`config.mk`:
```
export PLATFORM = sky130hd
export DESIGN_NAME = bnr_ctrl
export DESIGN_NICKNAME = d
export VERILOG_FILES = /design/src/rtl/bnr_pkg.sv /design/src/rtl/bnr_ctrl.sv
export SDC_FILE = /design/constraint.sdc
export NUM_CORES = 1
export LEC_CHECK = 0
export BUFFER_PORTS_ARGS = -buffer_cell sky130_fd_sc_hd__buf_2
export CORE_MARGIN = 10
export CORE_UTILIZATION = 47
export DETAILED_ROUTE_END_ITERATION = 6
export MAX_ROUTING_LAYER = met4
export PLACE_DENSITY = 0.76
export SLEW_MARGIN = 20
export SYNTH_ARGS = -nofsm -noshare
export SYNTH_HDL_FRONTEND = slang
export SYNTH_SLANG_ARGS = --single-unit
export TNS_END_PERCENT = 30
```
`constraint.sdc`:
```
create_clock -name clk -period 1.9 [get_ports clk]
set_clock_uncertainty 0.15 [all_clocks]
set_input_delay 0.285 -clock clk [delete_from_list [all_inputs] [get_ports clk]]
set_output_delay 0.285 -clock clk [all_outputs]
set_load 0.02 [all_outputs]
```
`src/rtl/bnr_pkg.sv`:
```
// Shared types and constants for the Benes network router.
// Used by bnr_ctrl, bnr_dp and benes_network_router_unit; no dependencies.
package bnr_pkg;

	localparam int MAX_SIZE   = 256;
	localparam int IDX_W      = 8;
	localparam int WORD_BITS  = 64;
	localparam int STAGES_MAX = 8;

	localparam logic [1:0] ST_OK         = 2'd0;
	localparam logic [1:0] ST_BAD_PERM   = 2'd1;
	localparam logic [1:0] ST_TOO_MANY   = 2'd2;
	localparam logic [1:0] ST_ROUTE_FAIL = 2'd3;

	typedef enum logic [4:0] {
		CMD_NONE,
		CMD_LOAD,
		CMD_INIT_RD,
		CMD_INIT_WR,
		CMD_STAGE,
		CMD_SCAN_NEXT,
		CMD_WALK_START,
		CMD_MARK,
		CMD_SS_RD,
		CMD_SS_W1,
		CMD_SS_W2,
		CMD_LK1,
		CMD_LK2,
		CMD_LK3,
		CMD_TS_RD,
		CMD_TS_W1,
		CMD_TS_W2,
		CMD_LK4,
		CMD_LK5,
		CMD_LK6,
		CMD_STAGE_END,
		CMD_CMP_RD,
		CMD_CMP_NEXT,
		CMD_FAIL,
		CMD_OUT_ERR,
		CMD_OUT_LD,
		CMD_OUT_NEXT
	} cmd_t;

	typedef struct packed {
		logic status_nz;
		logic size_one;
		logic init_done;
		logic scan_done;
		logic scan_skip;
		logic steps_over;
		logic vis_i;
		logic sw;
		logic lk3_sw;
		logic last_stage;
		logic left_nz;
		logic cmp_done;
		logic cmp_ne;
		logic out_last;
	} dp_stat_t;

endpackage

```
`src/rtl/bnr_ctrl.sv`:
```
// Sequencer for the Benes network router: load, pad, route, check, emit.
// Depends on bnr_pkg; drives commands into bnr_dp and reads its status.
module bnr_ctrl (
	input  logic              clk,
	input  logic              arst_n,
	input  logic              in_valid,
	input  logic              last_entry,
	input  logic              out_stall,
	input  bnr_pkg::dp_stat_t stat,
	output bnr_pkg::cmd_t     cmd,
	output logic              in_stall,
	output logic              out_valid
);
	import bnr_pkg::*;

	typedef enum logic [4:0] {
		S_LOAD, S_DECIDE, S_INIT_RD, S_INIT_WR, S_STAGE, S_SCAN, S_WALK,
		S_SS_RD, S_SS_W1, S_SS_W2, S_LK1, S_LK2, S_LK3, S_TS_RD, S_TS_W1,
		S_TS_W2, S_LK4, S_LK5, S_LK6, S_FAIL, S_CMP_RD, S_CMP_EV,
		S_OUT_ERR_LD, S_OUT_LD, S_OUT
	} state_t;

	state_t state_q, state_d;
	logic   in_stall_q, out_valid_q;

	always_comb begin
		state_d = state_q;
		cmd     = CMD_NONE;
		case (state_q)
			S_LOAD: begin
				if (in_valid) begin
					cmd = CMD_LOAD;
					if (last_entry) state_d = S_DECIDE;
				end
			end
			S_DECIDE: begin
				if (stat.status_nz || stat.size_one) state_d = S_OUT_ERR_LD;
				else state_d = S_INIT_RD;
			end
			S_INIT_RD: begin
				cmd     = CMD_INIT_RD;
				state_d = S_INIT_WR;
			end
			S_INIT_WR: begin
				cmd     = CMD_INIT_WR;
				state_d = stat.init_done ? S_STAGE : S_INIT_RD;
			end
			S_STAGE: begin
				cmd     = CMD_STAGE;
				state_d = S_SCAN;
			end
			S_SCAN: begin
				if (stat.scan_done) begin
					cmd = CMD_STAGE_END;
					if (!stat.last_stage) state_d = S_STAGE;
					else if (stat.left_nz) state_d = S_FAIL;
					else state_d = S_CMP_RD;
				end else if (stat.scan_skip) begin
					cmd = CMD_SCAN_NEXT;
				end else begin
					cmd     = CMD_WALK_START;
					state_d = S_WALK;
				end
			end
			S_WALK: begin
				if (stat.steps_over) begin
					state_d = S_FAIL;
				end else if (stat.vis_i) begin
					// cycle closed; it must not close on a pending swap
					if (stat.sw) state_d = S_FAIL;
					else begin
						cmd     = CMD_SCAN_NEXT;
						state_d = S_SCAN;
					end
				end else begin
					cmd     = CMD_MARK;
					state_d = stat.sw ? S_SS_RD : S_LK1;
				end
			end
			S_SS_RD: begin cmd = CMD_SS_RD; state_d = S_SS_W1; end
			S_SS_W1: begin cmd = CMD_SS_W1; state_d = S_SS_W2; end
			S_SS_W2: begin cmd = CMD_SS_W2; state_d = S_LK1; end
			S_LK1:   begin cmd = CMD_LK1;   state_d = S_LK2; end
			S_LK2:   begin cmd = CMD_LK2;   state_d = S_LK3; end
			S_LK3: begin
				cmd     = CMD_LK3;
				state_d = stat.lk3_sw ? S_TS_RD : S_LK4;
			end
			S_TS_RD: begin cmd = CMD_TS_RD; state_d = S_TS_W1; end
			S_TS_W1: begin cmd = CMD_TS_W1; state_d = S_TS_W2; end
			S_TS_W2: begin cmd = CMD_TS_W2; state_d = S_LK4; end
			S_LK4:   begin cmd = CMD_LK4;   state_d = S_LK5; end
			S_LK5:   begin cmd = CMD_LK5;   state_d = S_LK6; end
			S_LK6:   begin cmd = CMD_LK6;   state_d = S_WALK; end
			S_FAIL: begin
				cmd     = CMD_FAIL;
				state_d = S_OUT_ERR_LD;
			end
			S_CMP_RD: begin
				cmd     = CMD_CMP_RD;
				state_d = S_CMP_EV;
			end
			S_CMP_EV: begin
				if (stat.cmp_ne) state_d = S_FAIL;
				else if (stat.cmp_done) state_d = S_OUT_LD;
				else begin
					cmd     = CMD_CMP_NEXT;
					state_d = S_CMP_RD;
				end
			end
			S_OUT_ERR_LD: begin
				cmd     = CMD_OUT_ERR;
				state_d = S_OUT;
			end
			S_OUT_LD: begin
				cmd     = CMD_OUT_LD;
				state_d = S_OUT;
			end
			S_OUT: begin
				if (!out_stall) begin
					if (stat.out_last) state_d = S_LOAD;
					else begin
						cmd     = CMD_OUT_NEXT;
						state_d = S_OUT_LD;
					end
				end
			end
			default: state_d = S_LOAD;
		endcase
	end

	always_ff @(posedge clk or negedge arst_n) begin
		if (!arst_n) begin
			state_q     <= S_LOAD;
			in_stall_q  <= 1'b0;
			out_valid_q <= 1'b0;
		end else begin
			state_q     <= state_d;
			in_stall_q  <= (state_d != S_LOAD);
			out_valid_q <= (state_d == S_OUT);
		end
	end

	assign in_stall  = in_stall_q;
	assign out_valid = out_valid_q;

endmodule

```
== Word level (Yosys, flattened, before mapping) ==
Cells that the tools add are included.

* Add/subtract/negate cells: 0
* $mul: 0
* Div/mod/pow operators: 0
* $lt $le $gt $ge: 0
* Equal/unequal tests: 25
* Shift-type cells: 0
* Mux-type cells: 29
* Bitwise logic cells: 0
* Reduce and logical (&&, ||, !) cells: 4

{| class="wikitable"
|+ Operators by type and width
! cell !! count
|-
| $pmux W5 S24 || 2
|-
| $mux W5 || 19
|-
| $eq A5 B5 Y1 const B || 10
|-
| $eq A5 B4 Y1 const B || 8
|-
| $eq A5 B3 Y1 const B || 4
|-
| $mux W3 || 4
|-
| $eq A5 B2 Y1 const B || 2
|-
| $eq A5 B1 Y1 const B || 1
|-
| $logic_not A5 Y1 || 1
|-
| $reduce_bool A5 Y1 || 1
|-
| $mux W2 || 2
|-
| $mux W4 || 1
|-
| $reduce_or A2 Y1 || 1
|-
| $logic_or A1 B1 Y1 || 1
|-
| $mux W1 || 1
|}

* Register bits after elaboration: 7
* Bits in latches: 0
* Memory bits (writable): 0
* ROM bits: 0
* Input bits: 19
* Output and inout bits: 7
* Word-level logic and storage cells: 61
* Memories kept: 0

== Depth between registers and ports, before layout ==
* Word-level depth: 5
* Gate-level depth with buffers: 7

== Worst setup path before layout ==
Ideal clock, no wire load.

* Kind: register -> output
* Start point: reg state_q[0]
* End point: out cmd[1]
* Arrival time: 1.777 ns
* Required time: 1.465 ns
* Path slack: -0.312 ns
* Stages on the path, launching flop included: 5
* Path through: dfrtp_1 > buf_2 > nor3b_1 > nand2_1 > o311ai_0

* Cells in the longest elaborated chain, start to end: 2
* Elaborated cells between the ends (all ways): 25
* Classes of those cells: eq/ne: 23; mux: 1; reduce/logical: 1

{| class="wikitable"
|+ Ends and longest elaborated chain
! item !! line !! text
|-
| start, declared || bnr_ctrl.sv:23 || <nowiki>state_t state_q, state_d;</nowiki>
|-
| start signal, assigned || bnr_ctrl.sv:138 || <nowiki>state_q <= state_d;</nowiki>
|-
| $eq A5 B5 Y1, or another cell as far along || bnr_ctrl.sv:29 || <nowiki>case (state_q)</nowiki>
|-
| $pmux W5 S24 (*) || bnr_ctrl.sv:29 ||
|-
| end, declared || bnr_ctrl.sv:10 || <nowiki>output bnr_pkg::cmd_t cmd,</nowiki>
|}

Every way passes the cells marked *; elsewhere a longest branch is shown, timed or not.

== Worst setup path in the final report ==
* Start point: reg state_q[4]
* End point: out cmd[2]

Same word-level chain as after synthesis.

==> out/summary.md <==
The antenna diode instance count was 0. The routed design has 5.64 mm of wire. For the maximum root-to-sink buffer count, the log shows 2.

The layout-stage area growth over the synthesis result was 78.0%. Grouping stages by cell kind, the critical path spends the most delay in buffers and inverters. The final worst-path cycle share was 1.26; the number of remaining DRC errors was 0. The worst hold path class was in -> async. The detailed router finished its first iteration with 252 violations. The run finished, with violations left.

Summed over all layers, the global routing overflow is 0. The number of hold-slack violations in the final timing report is 0. The initial antenna violation count was 0; the pin slew with the least headroom to its limit was 0.368 ns. The critical path data required time is 1.46 ns, and the leakage power figure is 0.000801 uW. Traced cell by cell, the critical path runs through buf_4 -> buf_4 -> nor2_2 -> o21ai_1 -> o21ai_0 -> nand2_1 -> o21ai_0 -> buf_2.

The fraction of registers with async set or reset after synthesis was 1.00; the first-pass GRT wire length was 8.44 mm. Yosys mapped a number of flops with a built-in enable equal to 0. Total routing resource utilization after global routing: 0.256.

Die width: 65.2 microns. The adder-cell area share of the yosys netlist works out to 0.0391. The first detailed-routing pass ran for 5 iterations. The simple-gate share of the synthesized area was 0.387; the total design power was 3080 uW. The most common flop cell mapped by yosys is dfrtp_1. Setup violations remaining at the end of the flow were counted as 10. The tools report the area of the core as 1940 sq um. The combinational family with the most area after synthesis is simple AND/OR/NAND/NOR gates. For the worst setup path, the data arrival time is 1.96 ns. The multiplexer share of the synthesized area is 0, and the number of global-route vias before repair is 1681. In the final routed layout, each cell accounts on average for 23.7 microns.

IR analysis of the VDD net gives a maximum drop of 0.00128 V. For this design, the slowest cell found on the critical path is dfrtp_2. In the final layout, flip-flops and latches occupy 179 sq um. 26 I/O pins were placed. The post-synth net total is 156, and the buffering stage count on the worst path with inverters included is 3. Across the run, the number of max-cap violations was 0. For this block, the via count after detailed routing is 1616. Entering global routing, the biggest net connects 10 pins. The multi-input combinational cells in the finished layout cover a total of 852 sq um. The logs give 0 for the total count of max-transition violations in the final report and 0 for the number of nets with antenna violations after routing. STA classifies the critical path endpoint as an output pin. Share of the core filled with cells in the final layout: 0.880. The H-tree depth came out at 1. The final layout net count was 234. After filler insertion, the fill cell instance count of the layout stands at 98.

Detailed placement finished with a half-perimeter wire length of 3.09 mm. The XOR/XNOR share of the synthesized area was 0. The mean cell area of the mapped netlist came out at 7.16 sq um. The tools report the final RePlAce weighted congestion as 1.01. TritonCTS built the clock tree. By startpoint and endpoint, the worst setup path is classified as reg -> out. The logs give 3 for the clock buffer count from CTS and 134 for the gate count after technology mapping. The number of warnings issued by yosys was 0.

Across all hold checks on the routed design, the worst slack comes to 0.221 ns. In this run the tool buffered the top-level ports with 25 buffer cells. For the clock latency at the later pin of the worst-skew pair, the log shows 0.28 ns. For the finished layout, the period the worst path requires is 2.39 ns.

The area fraction in compound gates after synthesis was 0.291; the area enclosed by the die boundary was 4250 sq um. The layout cell share with drive strength beyond 1 was 0.540; the post-synthesis cell area was 960 sq um. In the routed layout, each cell is associated on average with a via count of 6.79.

CTS placed an instance of clkbuf_4 at the clock tree root. The clock-pin slew of the registers on the worst-case setup and hold paths came out at 0.08 ns. Setup repair after global routing could not meet its margin everywhere. The largest single stage delay on the critical path is 0.49 ns. The height of the die came out at 65.2 microns. The kind of launch point of the worst setup path is a flip-flop. Setup slack after layout: -0.495 ns. The run gives 0.183 as the register area share after synthesis. For the starting density of the core, the log shows 0.494.

The final reports fail on negative setup slack. The synthesized design contains 7 register bits. The tightest slew margin relative to the limit is 0.751, and the standard-cell row count is 16. In this run the worst path has a maximum fanout of 8.

Clock sink total: 7. In this run, distinct cell masters in the synthesized netlist total 42. The tools report the achievable clock frequency as 418 MHz. For this design the ratio of total power to cell area is 1800 nW/um^2.
## layer usage
metal  wire length [microns]  global-route usage  share of wire  vias to the layer above
li1                        -                   -              -                      660
met1                    1930               0.258           0.34                      724
met2                    2600               0.411           0.46                      170
met3                     656              0.0712           0.12                       62
met4                     459               0.201          0.081                        0
met5                       0                   -              0                        -
## report_power, final
group	internal (uW)	leakage (uW)	total [uW]	switching, uW
logic	1230	0.000700	2590	1360
clock network	78.1	0.0000177	161	83.3
registers	219	0.0000835	326	107
total	1530	0.000801	3080	1550
## what timing repair did
action | 4_1_cts | 5_1_grt
hold buffers | 1 | 0
pin swaps | 7 | 4
resized for setup | 36 | 10
endpoints found under the setup margin | 10 | 10
endpoints found under the hold margin | 7 | 0
buffers inserted | 8 | 1
## cell families (layout without fill, tap and decap cells)
kind of cell / count (synthesis) / in the layout
fa+ha+maj: 3 / 3
buf+inv: 18 / 95
simple gates: 66 / 66
flops: 7 / 7
compound gates: 40 / 40
## area by class of cell
| cell class | instances | area share |
|---|---|---|
| clock buffer | 3 | 0.0132 |
| clock inverter | 1 | 0.00293 |
| inverter | 8 | 0.0176 |
| multi-input combinational | 109 | 0.499 |
| sequential | 7 | 0.105 |
| tap | 27 | 0.0198 |
| timing repair buffer | 83 | 0.343 |
## registers in the layout, summed over array words and instances (netlist names)
signal / count
state_q: 5
in_stall: 1
out_valid: 1
## cell usage in the layout, fill, tap and decap left out, types with 2 or more instances in the layout
cell,synthesis,layout
ha_1,3,3
nor2b_4,0,2
a31oi_1,2,2
or3_1,2,2
o21ai_0,10,7
nand3_1,7,6
a21oi_1,7,6
o21ai_1,0,3
buf_4,0,56
nand4_1,5,5
nor2b_2,0,2
o211ai_1,3,3
nand2_1,12,12
buf_2,5,22
clkbuf_4,0,3
o211a_1,2,2
dfrtp_2,0,3
inv_1,8,8
o311ai_1,1,3
buf_6,3,4
nor2b_1,6,2
nand2b_4,0,2
nor2_1,10,8
dfrtp_1,7,4
o21a_1,2,2
nand3b_1,3,3
nor3_1,3,2
## synthesized netlist by cell type, drive strengths merged, types with 2 or more instances
master / instances / area, sq um
buf: 8 / 58.8
ha: 3 / 37.5
or3: 2 / 12.5
nor4: 3 / 18.8
or3b: 2 / 17.5
and2b: 2 / 15.0
nand3b: 3 / 22.5
nand2: 12 / 45.0
nor3b: 3 / 22.5
nand3: 7 / 35.0
nor2b: 6 / 37.5
nor4bb: 2 / 20.0
nand2b: 3 / 18.8
nor3: 3 / 15.0
a32oi: 2 / 17.5
o21a: 2 / 15.0
o211a: 2 / 20.0
inv: 8 / 30.0
o211ai: 3 / 22.5
nor2: 10 / 37.5
a21oi: 7 / 35.0
clkbuf: 2 / 7.51
o311ai: 3 / 26.3
dfrtp: 7 / 175
a31oi: 2 / 12.5
o21ai: 10 / 50.1
nand4: 5 / 31.3
## per-stage QoR
| step | setup TNS [ns] | std cells | instance area [sq um] | setup WS (ns) |
|---|---|---|---|---|
| after floorplan | -0.324 | 134 | 960 | -0.108 |
| after global placement | -1.23 | 224 | 1410 | -0.273 |
| after detailed placement | -1.46 | 224 | 1410 | -0.309 |
| after CTS | -2.22 | 237 | 1660 | -0.353 |
| after global routing | -3.76 | 238 | 1710 | -0.551 |
| final | -3.35 | 238 | 1710 | -0.495 |
## path summary, 6_finish.rpt
check	from	endpoint	slack, ns	depth (start not counted)
worst max-delay path	state_q[4]$_DFF_PN0_	cmd[2]	-0.49	8
worst min-delay path	arst_n	state_q[3]$_DFF_PN0_	0.22	2
worst max register to register	state_q[0]$_DFF_PN0_	in_stall$_DFF_PN0_	-0.47	7
worst min register to register	state_q[0]$_DFF_PN0_	state_q[3]$_DFF_PN0_	0.82	4
max in group asynchronous	arst_n	state_q[0]$_DFF_PN0_	1.17	2
min in group clk	stat[13]	in_stall$_DFF_PN0_	0.40	5
## worst register-to-register path: stages (launching register included)
cell and delay (ns):
dfrtp_2 0.45, buf_4 0.16, buf_4 0.14, nor3_4 0.22, or3b_4 0.19, nand4_1 0.15, or3_1 0.41, or4_1 0.40
Power figures use the tool's default switching activity.
